===== config.mk =====
export PLATFORM = sky130hd
export DESIGN_NAME = nebpc_cell
export DESIGN_NICKNAME = d
export VERILOG_FILES = /design/src/design/nebpc_pkg.sv /design/src/design/nebpc_cell.sv
export SDC_FILE = /design/constraint.sdc
export NUM_CORES = 1
export LEC_CHECK = 0
export BUFFER_PORTS_ARGS = -buffer_cell sky130_fd_sc_hd__clkbuf_2
export CELL_PAD_IN_SITES_DETAIL_PLACEMENT = 0
export CELL_PAD_IN_SITES_GLOBAL_PLACEMENT = 1
export CORE_MARGIN = 4
export CORE_UTILIZATION = 29
export DETAILED_ROUTE_END_ITERATION = 8
export GPL_TIMING_DRIVEN = 0
export PLACE_DENSITY = 0.86
export SETUP_SLACK_MARGIN = 0.5
export SLEW_MARGIN = 10
export SYNTH_ARGS = -nofsm -noshare
export SYNTH_HDL_FRONTEND = slang
export SYNTH_SLANG_ARGS = --single-unit
export TNS_END_PERCENT = 50

===== constraint.sdc =====
create_clock -name clk -period 1.75 [get_ports clk]
set_input_delay 0.2625 -clock clk [delete_from_list [all_inputs] [get_ports clk]]
set_output_delay 0.2625 -clock clk [all_outputs]
set_load 0.02 [all_outputs]

===== src/design/nebpc_pkg.sv =====
`timescale 1ns / 1ps
`default_nettype none
// ----------------------------------------------------------------------------
// nebpc_pkg
// Shared widths, codes, control structs and rounding helpers for the NLMS
// error-bounded predictive coder.
// ----------------------------------------------------------------------------
package nebpc_pkg;

  localparam int SMP_W  = 32;   // Q16.16 sample width
  localparam int W_W    = 32;   // Q4.28 weight width
  localparam int CODE_W = 16;   // quantization code width
  localparam int EB_W   = 31;   // error bound register width
  localparam int ACC_W  = 48;   // prediction accumulators
  localparam int DOT_W  = 56;   // tap energy accumulator
  localparam int DIV_W  = 64;   // divider operand width
  localparam int DIV_QB = 40;   // quotient bits produced by the divider
  localparam int CFG_AW = 2;    // config register index width

  // Configuration register indexes.
  localparam logic [CFG_AW-1:0] CFG_ERROR_BOUND = 2'd0;
  localparam logic [CFG_AW-1:0] CFG_ZIGZAG      = 2'd1;
  localparam logic [CFG_AW-1:0] CFG_DIRECTION   = 2'd2;

  localparam logic signed [CODE_W-1:0] IDX_MIN = 16'sh8000;  // escape index
  localparam logic signed [CODE_W-1:0] IDX_MAX = 16'sh7fff;

  typedef struct packed {
    logic load;    // capture tap operands from the history line
    logic shift;   // move every cell's contents one place down the chain
  } cell_ctl_t;

  typedef struct packed {
    logic busy;
    logic done;
  } div_stat_t;

  // Arithmetic right shift with rounding to nearest, ties away from zero.
  function automatic logic signed [63:0] rnd_shr(input logic signed [63:0] v,
                                                 input int unsigned sh);
    logic [63:0] mag;
    logic [63:0] q;
    mag = v[63] ? 64'(-v) : 64'(v);
    q   = (mag + (64'd1 << (sh - 1))) >> sh;
    return v[63] ? -$signed(q) : $signed(q);
  endfunction

  function automatic logic signed [SMP_W-1:0] sat32(input logic signed [63:0] v);
    if (v > 64'sh000000007fffffff) begin
      return 32'sh7fffffff;
    end else if (v < -64'sh0000000080000000) begin
      return 32'sh80000000;
    end
    return v[SMP_W-1:0];
  endfunction

endpackage
`default_nettype wire


===== src/design/nebpc_cell.sv =====
`timescale 1ns / 1ps
`default_nettype none
// ----------------------------------------------------------------------------
// nebpc_cell
// One predictor tap: holds its weight and its head and tail operands, and
// passes all three to its neighbor while the chain circulates.
// ----------------------------------------------------------------------------
module nebpc_cell
  import nebpc_pkg::*;
(
  input  wire logic                    clk,
  input  wire logic                    rst_n,
  input  wire cell_ctl_t               ctl,
  input  wire logic signed [SMP_W-1:0] hd_ld,
  input  wire logic signed [SMP_W-1:0] tl_ld,
  input  wire logic signed [W_W-1:0]   w_in,
  input  wire logic signed [SMP_W-1:0] h_in,
  input  wire logic signed [SMP_W-1:0] t_in,
  output logic signed [W_W-1:0]        w_out,
  output logic signed [SMP_W-1:0]      h_out,
  output logic signed [SMP_W-1:0]      t_out
);

  logic signed [W_W-1:0]   w_r;
  logic signed [SMP_W-1:0] h_r;
  logic signed [SMP_W-1:0] t_r;

  always_ff @(posedge clk) begin
    if (!rst_n) begin
      w_r <= '0;
    end else if (ctl.shift) begin
      w_r <= w_in;
    end
  end

  // Operands carry no reset; they are always loaded before use.
  always_ff @(posedge clk) begin
    if (ctl.load) begin
      h_r <= hd_ld;
      t_r <= tl_ld;
    end else if (ctl.shift) begin
      h_r <= h_in;
      t_r <= t_in;
    end
  end

  assign w_out = w_r;
  assign h_out = h_r;
  assign t_out = t_r;

endmodule
`default_nettype wire


Word level (Yosys, flattened, before mapping)
Cells that the tools add are included.

Add/subtract/negate cells: 0. Multipliers: 0. Divide/modulo/power cells: 0. $lt $le $gt $ge: 0. Equality and inequality tests: 0. Shifts and indexed selects: 0. Muxes and demuxes: 4. Bitwise logic cells: 0. Reduce and logical (&&, ||, !) cells: 1.

Operators by type and width (count): 32-bit two-way mux (4); 2-bit nonzero test (1).

Register bits: 96. Bits in latches: 0. RAM bits: 0. Bits in read-only memories: 0. Bits of input ports: 164. Output and inout port bits: 96. Word-level logic and storage cells: 8. Memories: 0.

Longest topological paths before layout
Depth in word-level cells: 2. Depth in mapped cells: 4. Gate-level depth less buffers: 2.

Least setup slack after synthesis
No wires, ideal clock.

Path kind: in2reg. Start point: input port ctl[1] in the netlist's numbering. End point: register h_r[0], in the netlist h_out[0], enable pin. Setup time: 0.394 ns. Arrival time: 1.412 ns. Required time: 1.356 ns. Path slack: -0.056 ns. Stages: 3. Buffers on the path: 2. Cells stage by stage: buf_6 > buf_6 > or2_2.

Longest elaborated chain between the ends: 1.

RTL lines: from (decl) (RTL line nebpc_cell.sv:13) `input wire cell_ctl_t ctl,`; 2-bit nonzero test (no line); to (signal assigned) (RTL line nebpc_cell.sv:39) `h_r <= hd_ld;`; to (signal assigned) (RTL line nebpc_cell.sv:42) `h_r <= h_in;`; to (decl) (RTL line nebpc_cell.sv:25) `logic signed [SMP_W-1:0] h_r;`.

Every way passes these cells. A chain may end at the register's enable or synchronous reset.

Final worst setup path
Start point: register h_r[22], in the netlist h_out[22]. End point: output port h_out[22].

RTL lines: to (decl) (RTL line nebpc_cell.sv:20) `output logic signed [SMP_W-1:0] h_out,`.

No word-level cell between the ends.

==> impl_metrics.tcl <==
set metrics [dict create \
    fp-row-count 43 \
    syn_area_um2 4120 \
    fin_crit_sh 0.700 \
    timing.hold.ws_ns 0.182 \
    root_buffer "clkbuf_16" \
    crit_arrival_ns 0.96 \
    drtIter0Drc 89 \
    numCtsBuffers 9 \
    wl_um 11200 \
    period_needed_ns 1.22 \
    skew_ns 0 \
    drt-pass1-iter-count 4 \
    synth_area_per_cell_um2 17.2 \
    async_reset_ff_frac 0 \
    cts_tree "yes" \
    setup_viol 0 \
    total_power_mw 5.86 \
    synth_cell_types 11 \
    port-buffer-count 257 \
    placed_area_um2 5670 \
    slew_violations 0 \
    synth-warning-count 0 \
    grt_pass1_wl_um 16900 \
    num_vias 2962 \
    synth_most_common_cell "edfxtp_1" \
    fin_nets 672 \
    gr-total-overflow 0 \
    grt_max_degree 33 \
    yosys_register_bits 96 \
    grt.busiest_layer "met2" \
    synth_nets 403 \
    fp.dieW_um 127 \
    netlist.area_leader.share 0.467 \
    required_ns 1.49 \
    grt_pass1_vias 3307 \
    critical-path-top-delay-family "flip-flops" \
    grt_use_total 0.136 \
    place_hpwl_um 8960 \
    avgViaCountPerCell 4.27 \
    worst_pin_slew_ns 0.502 \
    yosysSeqAreaShare 0.622 \
    cts_setup_buffers 0 \
    ctsHoldBuffers 0 \
    cp-end-kind "output port" \
    io_pins 260 \
    critPathSlowestCell "edfxtp_1" \
    grtUsageMet2 0.243 \
    synthCells 239 \
    clk_latency_ns 0.33 \
    multi_input_area_um2 1440 \
    cts_buffer_depth 2 \
    design_area_um2 5990 \
    final_antenna_net_count 0 \
    cp.depth 1 \
    die_h_um 127 \
    hold_viol 0 \
    status "finished, final reports clean" \
    slew-limit-headroom 0.665 \
    ys_top_cells_by_area "edfxtp_1 47%, mux2_4 18%, dfxtp_1 16%" \
    avgRoutedWirePerCell_um 16.1 \
    path_class "flop to output port" \
    synth_edf_count 64 \
    path_clk_slew_ns 0.06 \
    num_antenna_cells 0 \
    initial_utilization 0.297 \
    synth_largest_area_cell "edfxtp_1" \
    syn_to_final_growth_pct 45.4 \
    hold_path_class "primary input to flop" \
    regArea_um2 2560 \
    drive_above_1_share 0.680 \
    antenna_found_initial 0 \
    clock_sinks 96 \
    dpl.cell_count 676 \
    place_congestion 0.761 \
    core-area_um2 13900 \
    path_cells "clkbuf_2" \
    synth_flop_cell "edfxtp_1" \
    final_cells 693 \
    synth_common_cells "64 x edfxtp_1, 49 x mux2_4, 32 x dfxtp_1, 32 x mux2i_1, 32 x nor2b_1" \
    tns_ns 0 \
    nFillCells 1323 \
    cp_slowest_stage_delay_ns 0.43 \
    grt_use_met3 0.0598 \
    drv_cap 0 \
    crit_fanout 1 \
    htreeDepth 3 \
    p_leak_nw 2.93 \
    use_met1 0.141 \
    fp.dieArea_um2 16200 \
    max_freq_ghz 0.817 \
    min_path_cells 3 \
    cp-start-kind "flop" \
    ff2ff_path_depth 2 \
    rsz0062_at_grt "yes" \
    ir_drop_uv 462 \
    path_buf_inv 1 \
    powerDensity_nw_per_um2 979 \
    drcViolationCount 0 \
]
==> final cells by class <==
type                            instances  area share
Clock inverter                          7      0.0144
Buffer                                 14      0.0265
Sequential cell                        96       0.428
Multi-Input combinational cell        130       0.241
Tap cell                              180      0.0376
Timing Repair Buffer                  257       0.215
Clock buffer                            9      0.0376
==> stage by stage <==
| stage | setup slack (ns) | utilization |
|---|---|---|
| detailed placement | -0.0250 | 0.408 |
| finish | 0.526 | 0.431 |
| floorplan | 0.320 | - |
| global route | 0.480 | 0.431 |
| CTS | 0.440 | 0.431 |
| global placement | 0.0223 | 0.408 |
==> routing by layer <==
metal	up-vias	part of all wire
li1	1416	-
met1	1366	0.37
met2	169	0.50
met3	11	0.12
met4	0	0.014
met5	-	0
==> path summary, 6_finish.rpt <==
kind | slack (ns) | endpoint | startpoint
max | 0.53 | h_out[22] | h_out[22]$_DFFE_PP_
min | 0.18 | w_out[17]$_SDFFE_PN0P_ | w_in[17]
max reg2reg | 1.11 | w_out[2]$_SDFFE_PN0P_ | w_out[2]$_SDFFE_PN0P_
min reg2reg | 0.52 | w_out[7]$_SDFFE_PN0P_ | w_out[7]$_SDFFE_PN0P_
==> cells by family after synthesis <==
family	share of synthesized area
buf+inv	0.0304
flops	0.622
mux	0.297
simple gates	0.0501
==> power breakdown <==
part	internal [mW]	total [mW]	switching (mW)
sequential	2.66	2.72	0.0695
combinational	0.502	1.07	0.571
clock	1.24	2.06	0.824
==> registers in the layout, indices dropped and copies added (netlist names) <==
name and count:
w_out 32, t_out 32, h_out 32
==> worst min-delay path: stages <==
cell	delay, ns
clkbuf_2	0.07
mux2i_1	0.06
nor2b_1	0.09
==> cells in the final DEF (no fill, tap or decap), drive strengths merged, types with 3 or more instances in the layout <==
master,count
buf,11
clkbuf,269
clkinv,3
dfxtp,32
edfxtp,64
mux2,64
mux2i,32
nor2b,32
==> timing repair <==
item / in CTS / in global routing
gates cloned: 1 / 0
pin swaps: 1 / 0
resized for setup: 0 / 1
endpoints found under the setup margin: 65 / 33
(Power assumes the default switching activity.)
