[src/design/nebpc_pkg.sv]
`timescale 1ns / 1ps
`default_nettype none
// ----------------------------------------------------------------------------
// nebpc_pkg
// Shared widths, codes, control structs and rounding helpers for the NLMS
// error-bounded predictive coder.
// ----------------------------------------------------------------------------
package nebpc_pkg;

  localparam int SMP_W  = 32;   // Q16.16 sample width
  localparam int W_W    = 32;   // Q4.28 weight width
  localparam int CODE_W = 16;   // quantization code width
  localparam int EB_W   = 31;   // error bound register width
  localparam int ACC_W  = 48;   // prediction accumulators
  localparam int DOT_W  = 56;   // tap energy accumulator
  localparam int DIV_W  = 64;   // divider operand width
  localparam int DIV_QB = 40;   // quotient bits produced by the divider
  localparam int CFG_AW = 2;    // config register index width

  // Configuration register indexes.
  localparam logic [CFG_AW-1:0] CFG_ERROR_BOUND = 2'd0;
  localparam logic [CFG_AW-1:0] CFG_ZIGZAG      = 2'd1;
  localparam logic [CFG_AW-1:0] CFG_DIRECTION   = 2'd2;

  localparam logic signed [CODE_W-1:0] IDX_MIN = 16'sh8000;  // escape index
  localparam logic signed [CODE_W-1:0] IDX_MAX = 16'sh7fff;

  typedef struct packed {
    logic load;    // capture tap operands from the history line
    logic shift;   // move every cell's contents one place down the chain
  } cell_ctl_t;

  typedef struct packed {
    logic busy;
    logic done;
  } div_stat_t;

  // Arithmetic right shift with rounding to nearest, ties away from zero.
  function automatic logic signed [63:0] rnd_shr(input logic signed [63:0] v,
                                                 input int unsigned sh);
    logic [63:0] mag;
    logic [63:0] q;
    mag = v[63] ? 64'(-v) : 64'(v);
    q   = (mag + (64'd1 << (sh - 1))) >> sh;
    return v[63] ? -$signed(q) : $signed(q);
  endfunction

  function automatic logic signed [SMP_W-1:0] sat32(input logic signed [63:0] v);
    if (v > 64'sh000000007fffffff) begin
      return 32'sh7fffffff;
    end else if (v < -64'sh0000000080000000) begin
      return 32'sh80000000;
    end
    return v[SMP_W-1:0];
  endfunction

endpackage
`default_nettype wire

[src/design/nebpc_div.sv]
`timescale 1ns / 1ps
`default_nettype none
// ----------------------------------------------------------------------------
// nebpc_div
// Radix-2 restoring divider, one quotient bit per cycle. The caller keeps
// the quotient below 2^DIV_QB.
// ----------------------------------------------------------------------------
module nebpc_div
  import nebpc_pkg::*;
(
  input  wire logic              clk,
  input  wire logic              rst_n,
  input  wire logic              start,
  input  wire logic [DIV_W-1:0]  num,
  input  wire logic [DIV_W-1:0]  den,
  output logic [DIV_QB-1:0]      quo,
  output div_stat_t              stat
);

  localparam int CNT_W = $clog2(DIV_QB + 1);

  logic [DIV_W-1:0]  rem_r;
  logic [DIV_W-1:0]  den_r;
  logic [DIV_QB-1:0] sh_r;
  logic [CNT_W-1:0]  cnt_r;
  logic              busy_r;
  logic              done_r;
  logic [DIV_W-1:0]  trial;
  logic              qbit;

  assign trial = {rem_r[DIV_W-2:0], sh_r[DIV_QB-1]};
  assign qbit  = (trial >= den_r);

  always_ff @(posedge clk) begin
    if (!rst_n) begin
      busy_r <= 1'b0;
      done_r <= 1'b0;
      cnt_r  <= '0;
    end else begin
      done_r <= 1'b0;
      if (start) begin
        busy_r <= 1'b1;
        cnt_r  <= CNT_W'(DIV_QB);
      end else if (busy_r) begin
        cnt_r <= cnt_r - 1'b1;
        if (cnt_r == CNT_W'(1)) begin
          busy_r <= 1'b0;
          done_r <= 1'b1;
        end
      end
    end
  end

  // The shift register starts with the low numerator bits and fills with
  // quotient bits as they are decided.
  always_ff @(posedge clk) begin
    if (start) begin
      rem_r <= num >> DIV_QB;
      sh_r  <= num[DIV_QB-1:0];
      den_r <= den;
    end else if (busy_r) begin
      rem_r <= qbit ? (trial - den_r) : trial;
      sh_r  <= {sh_r[DIV_QB-2:0], qbit};
    end
  end

  assign quo       = sh_r;
  assign stat.busy = busy_r;
  assign stat.done = done_r;

endmodule
`default_nettype wire

[config.mk]
export PLATFORM = sky130hd
export DESIGN_NAME = nebpc_div
export DESIGN_NICKNAME = d
export VERILOG_FILES = /design/src/design/nebpc_pkg.sv /design/src/design/nebpc_div.sv
export SDC_FILE = /design/constraint.sdc
export NUM_CORES = 1
export LEC_CHECK = 0
export ABC_CLOCK_PERIOD_IN_PS = 5850
export BUFFER_PORTS_ARGS = -buffer_cell sky130_fd_sc_hd__buf_2
export CORE_AREA = 2 2 143 145
export DETAILED_ROUTE_END_ITERATION = 6
export DIE_AREA = 0 0 145 147
export PLACE_DENSITY_LB_ADDON = 0.2
export SLEW_MARGIN = 15
export SYNTH_ARGS = -nofsm -noshare
export SYNTH_HDL_FRONTEND = slang
export SYNTH_SLANG_ARGS = --single-unit
[constraint.sdc]
create_clock -name clk -period 5.85 [get_ports clk]
set_clock_uncertainty 0.05 [all_clocks]
set_input_delay 1.17 -clock clk [delete_from_list [all_inputs] [get_ports clk]]
set_output_delay 1.17 -clock clk [all_outputs]
set_load 0.005 [all_outputs]
**Yosys cells after proc, flatten, opt, wreduce, memory -nomap -nowiden**

Cells that the tools add are included.

- Add/subtract/negate cells: 2
- Magnitude comparators: 1
- Equality and inequality tests: 1
- Muxes and demuxes: 11
- Bitwise logic cells: 2
- Reductions and logical operators: 3

Operator list:

| kind | number |
|---|---|
| $mux 40 | 2 |
| $ge 64x64->1 | 1 |
| $mux 63 | 1 |
| $sub 63x63->63 | 1 |
| $mux 24 | 2 |
| $mux 6 | 2 |
| $eq 6x1->1 const B | 1 |
| $sub 6x1->6 const B | 1 |
| $mux 1 | 4 |
| $reduce_or 3->1 | 1 |
| $not 1->1 | 2 |
| $reduce_bool 2->1 | 1 |
| $reduce_or 2->1 | 1 |

- Register bits after elaboration: 175
- Input port bits: 131
- Output and inout port bits: 42
- Word-level logic and storage cells: 28

**Longest topological paths before layout**

- Depth after elaboration: 4
- Gate-level depth with buffers: 17
- Gate-level depth less buffers: 15

**Least setup slack after synthesis**

No wires, ideal clock.

- Kind: input to register
- Start point: input port start
- End point: register sh_r[0] (netlist: quo[0]), enable pin
- Setup time: 418 ps
- Arrival: 3001 ps
- Required time: 5382 ps
- Path slack: 2381 ps
- Stages on the path: 4
- Cells stage by stage: clkbuf_1 -> nor2_1 -> clkbuf_1 -> inv_1

- Word-level cells in the longest chain between the ends: 1

Ends and longest elaborated chain:

| item | line | source |
|---|---|---|
| from (decl) | nebpc_div.sv:13 | `input wire logic start,` |
| $reduce_bool 2->1 (no source line) | n/a |  |
| to (signal assigned) | nebpc_div.sv:59 | `sh_r <= num[DIV_QB-1:0];` |
| to (signal assigned) | nebpc_div.sv:63 | `sh_r <= {sh_r[DIV_QB-2:0], qbit};` |
| to (decl) | nebpc_div.sv:24 | `logic [DIV_QB-1:0] sh_r;` |

Every way passes these cells.
A chain may end at the register's enable or synchronous reset.

**Worst setup path in the final report**

- Start point: register rem_r[13]
- End point: register rem_r[23], data pin

- Word-level cells in the longest chain between the ends: 4
- Elaborated cells on any way between the ends: 5
- Classes of those cells: 1 x add/sub; 1 x order compare; 3 x mux

Ends and longest elaborated chain:

| item | line | source |
|---|---|---|
| from (decl) | nebpc_div.sv:22 | `logic [DIV_W-1:0] rem_r;` |
| from (signal assigned) | nebpc_div.sv:58 | `rem_r <= num >> DIV_QB;` |
| from (signal assigned) | nebpc_div.sv:62 | `rem_r <= qbit ? (trial - den_r) : trial;` |
| $sub 63x63->63 or $ge 64x64->1 (tied branches) | nebpc_div.sv:62, nebpc_div.sv:32 |  |
| $mux 63 * | nebpc_div.sv:62 |  |
| $mux 24 * | nebpc_div.sv:61 | `end else if (busy_r) begin` |
| $mux 24 * | nebpc_div.sv:57 | `if (start) begin` |

Every way passes the cells marked *; elsewhere a longest branch is shown, timed or not. The select of a mux whose other input is x is not followed.

==> flow_summary.json <==
{
  "core_region_area_mm2": 0.01984,
  "fin_crit_ps": 4284,
  "slew_headroom_pct": 42.61,
  "layout.filler_cells": 1691,
  "postCtsSetupRepairBufs": 0,
  "clk_pin_slew_ps": 80,
  "drc": 0,
  "tns_ps": 0,
  "synthFlopType": "edfxtp_1",
  "setup_violations": 0,
  "die_width_um": 145,
  "finish.instance_area_mm2": 0.01249,
  "r2r_slack_ps": 1570,
  "finalWirelength_um": 25870,
  "syn2layout_area_growth_pct": 15.16,
  "required_ps": 6000,
  "wl_per_cell_um": 16.84,
  "clk_latency_ps": 450,
  "drtIter0Drc": 702,
  "ioPinCount": 173,
  "grt_pass1_vias": 8525,
  "ys_seq_area_share_pct": 44.12,
  "ir_drop_mv": 0.1838,
  "worst-setup-path-type": "flip-flop to flip-flop",
  "powerDensity_mw_per_mm2": 282.1,
  "fin_hold_ws_ps": 453.7,
  "syn_avg_cell_area_um2": 9.762,
  "r2r_cells": 11,
  "postLayoutCoreUtil_pct": 62.94,
  "grt_max_degree": 69,
  "ant_nets": 0,
  "holdCritPathClass": "flip-flop to flip-flop",
  "r2r-start": "rem_r[13]$_DFFE_PP_",
  "finalNetCount": 1451,
  "synth.distinct_cells": 60,
  "gp_congestion": 0.9391,
  "yosysWarnings": 0,
  "cts_buffer_depth": 2,
  "cts_hold_buf": 0,
  "fin_crit_sh_pct": 73.23,
  "cp_max_fo": 48,
  "status": "finished clean",
  "die-area_mm2": 0.02132,
  "hpwl_um": 19030,
  "io_buffers": 172,
  "grt_util_all_layers_pct": 24.35,
  "die_h_um": 147,
  "maxSlewViolCount": 0,
  "cts_tree": "done",
  "start_kind": "flip-flop",
  "register_area_mm2": 0.004786,
  "synth_top_family_by_area": "compound AO/OA/AOI/OAI gates",
  "fmax_mhz": 233.4,
  "grt_overflow": 0,
  "cp.arrival_ps": 4440,
  "num_rows": 52,
  "async_flop_share_pct": 0,
  "synth_mux_area_share_pct": 6.957,
  "grt_setup_unrepaired": "no",
  "critical_path.startpoint": "rem_r[13]$_DFFE_PP_",
  "min_from": "rem_r[25]$_SDFFE_PP0P_",
  "synth_fp_nets": 1309,
  "whs_endpoint": "rem_r[26]$_SDFFE_PP0P_",
  "hold_depth": 2,
  "fin_ws_ps": 1566,
  "timing.rr.end": "rem_r[23]$_DFFE_PP_",
  "synth_seq_cells": 175,
  "synth-xor-area-share_pct": 4.765,
  "dr_total_vias": 8789,
  "viasPerCell": 5.722,
  "drv_cap": 0,
  "placed_area_mm2": 0.01186,
  "clockRootBuffer": "clkbuf_16",
  "worst_setup_path_end_kind": "flip-flop",
  "cts_sinks": 175,
  "synth_cells": 1111,
  "drive_above_1_share_pct": 23.30,
  "synth_edf_count": 128,
  "pre_cts_slack_ps": 1574,
  "worst_pin_slew_ps": 860.9,
  "timing.final.hold_violations": 0,
  "synthAdderAreaFrac_pct": 7.799,
  "numCtsBuffers": 17,
  "cts_resized": 0,
  "netlist_area_mm2": 0.01085,
  "synth_compound_area_share_pct": 19.07,
  "n_antenna_cell": 0,
  "dr.pass1.iters": 5,
  "initial_utilization_pct": 54.65,
  "cellLeakagePower_uw": 0.005347,
  "synth-simple-area-share_pct": 11.73,
  "h-tree-depth": 4,
  "grt_first_pass_wirelength_um": 42280,
  "antenna_found_initial": 1,
  "multi_input_area_mm2": 0.005463
}
synthesized netlist by cell type, types with 10 or more instances:
| cell | n | area, um^2 |
|---|---|---|
| edfxtp_1 | 128 | 3844 |
| a21oi_1 | 108 | 540.5 |
| nand2_1 | 97 | 364.1 |
| inv_1 | 91 | 341.6 |
| nor2_1 | 83 | 311.6 |
| ha_1 | 66 | 825.8 |
| o21ai_0 | 66 | 330.3 |
| mux2_2 | 59 | 664.4 |
| dfxtp_1 | 47 | 940.9 |
| clkbuf_1 | 44 | 165.2 |
| xnor2_1 | 36 | 315.3 |
| a21o_1 | 35 | 262.8 |
| xor2_1 | 23 | 201.4 |
| nand4_1 | 22 | 137.6 |
| a311oi_1 | 12 | 105.1 |
| nand3_1 | 11 | 55.05 |
| nor2b_1 | 11 | 68.82 |
| nor3_1 | 11 | 55.05 |
| o21bai_1 | 11 | 82.58 |
| a22oi_1 | 10 | 75.07 |
report_power, final:
group / internal [uW] / switching, uW / total [uW] / leakage, uW
sequential: 1450 / 57.5 / 1510 / 0.00166
combinational: 339 / 460 / 799 / 0.00339
clock: 626 / 592 / 1220 / 0.000304
metal layers:
| metal | wire length (um) | GRT usage [%] | vias to the layer above |
|---|---|---|---|
| met5 | 13 | 0 | - |
| met2 | 11900 | 38.81 | 281 |
| met1 | 11930 | 33.23 | 4135 |
| met4 | 488 | 7.030 | 2 |
| met3 | 1538 | 5.994 | 46 |
| li1 | - | - | 4325 |
worst max-delay path: stages, from the launching register on:
cell and delay [ps]:
edfxtp_1 410, ha_1 440, nand4_1 160, or4_4 540
nor4_1 250, and4_1 240, a211oi_1 70, o41ai_2 420
a21o_2 500, buf_4 510, a21oi_1 120, mux2_2 280
worst max path at each step:
stage                          end  cells after the start
6_report       rem_r[23]$_DFFE_PP_                     11
5_1_grt         rem_r[7]$_DFFE_PP_                     11
4_1_cts        rem_r[13]$_DFFE_PP_                     11
3_5_place_dp    rem_r[8]$_DFFE_PP_                     11
3_3_place_gp    rem_r[0]$_DFFE_PP_                     11
2_1_floorplan     quo[0]$_DFFE_PP_                      4
area by class of cell:
cell class / count / area share, %
clock buffer: 17 / 3.406
tap: 270 / 2.705
multi-input combinational: 788 / 43.74
clock inverter: 15 / 1.673
timing repair buffer: 180 / 7.423
sequential: 175 / 38.32
inverter: 91 / 2.735
cell usage in the layout (no fill, tap or decap), types with 36 or more instances in the layout:
| master | n |
|---|---|
| a21oi_1 | 107 |
| buf_2 | 171 |
| dfxtp_1 | 46 |
| edfxtp_1 | 128 |
| ha_1 | 66 |
| inv_1 | 90 |
| mux2_2 | 59 |
| nand2_1 | 97 |
| nor2_1 | 83 |
| o21ai_0 | 66 |
| xnor2_1 | 36 |
state kept, by name, indices dropped and copies added (netlist names):
register	flops
den_r	64
rem_r	63
quo	40
cnt_r	6
busy_r	1
done_r	1
metrics by stage:
stage / instances / total power [uW]
floorplan: 1111 / 2089
global placement: 1504 / 2309
detailed placement: 1504 / 2319
CTS: 1536 / 3536
finish: 1536 / 3524
global route: 1536 / 3692
logic make-up (layout without fill, tap and decap cells):
logic type               count (synthesis)  after routing
adder cells (fa/ha/maj)                 67             67
AO/OA/AOI/OAI                          317            317
multiplexers                            68             68
flip-flops                             175            175
XOR/XNOR                                59             59
AND/OR/NAND/NOR                        277            277
buffers and inverters                  148            303
No activity file was read; power rests on OpenSTA's default activity.
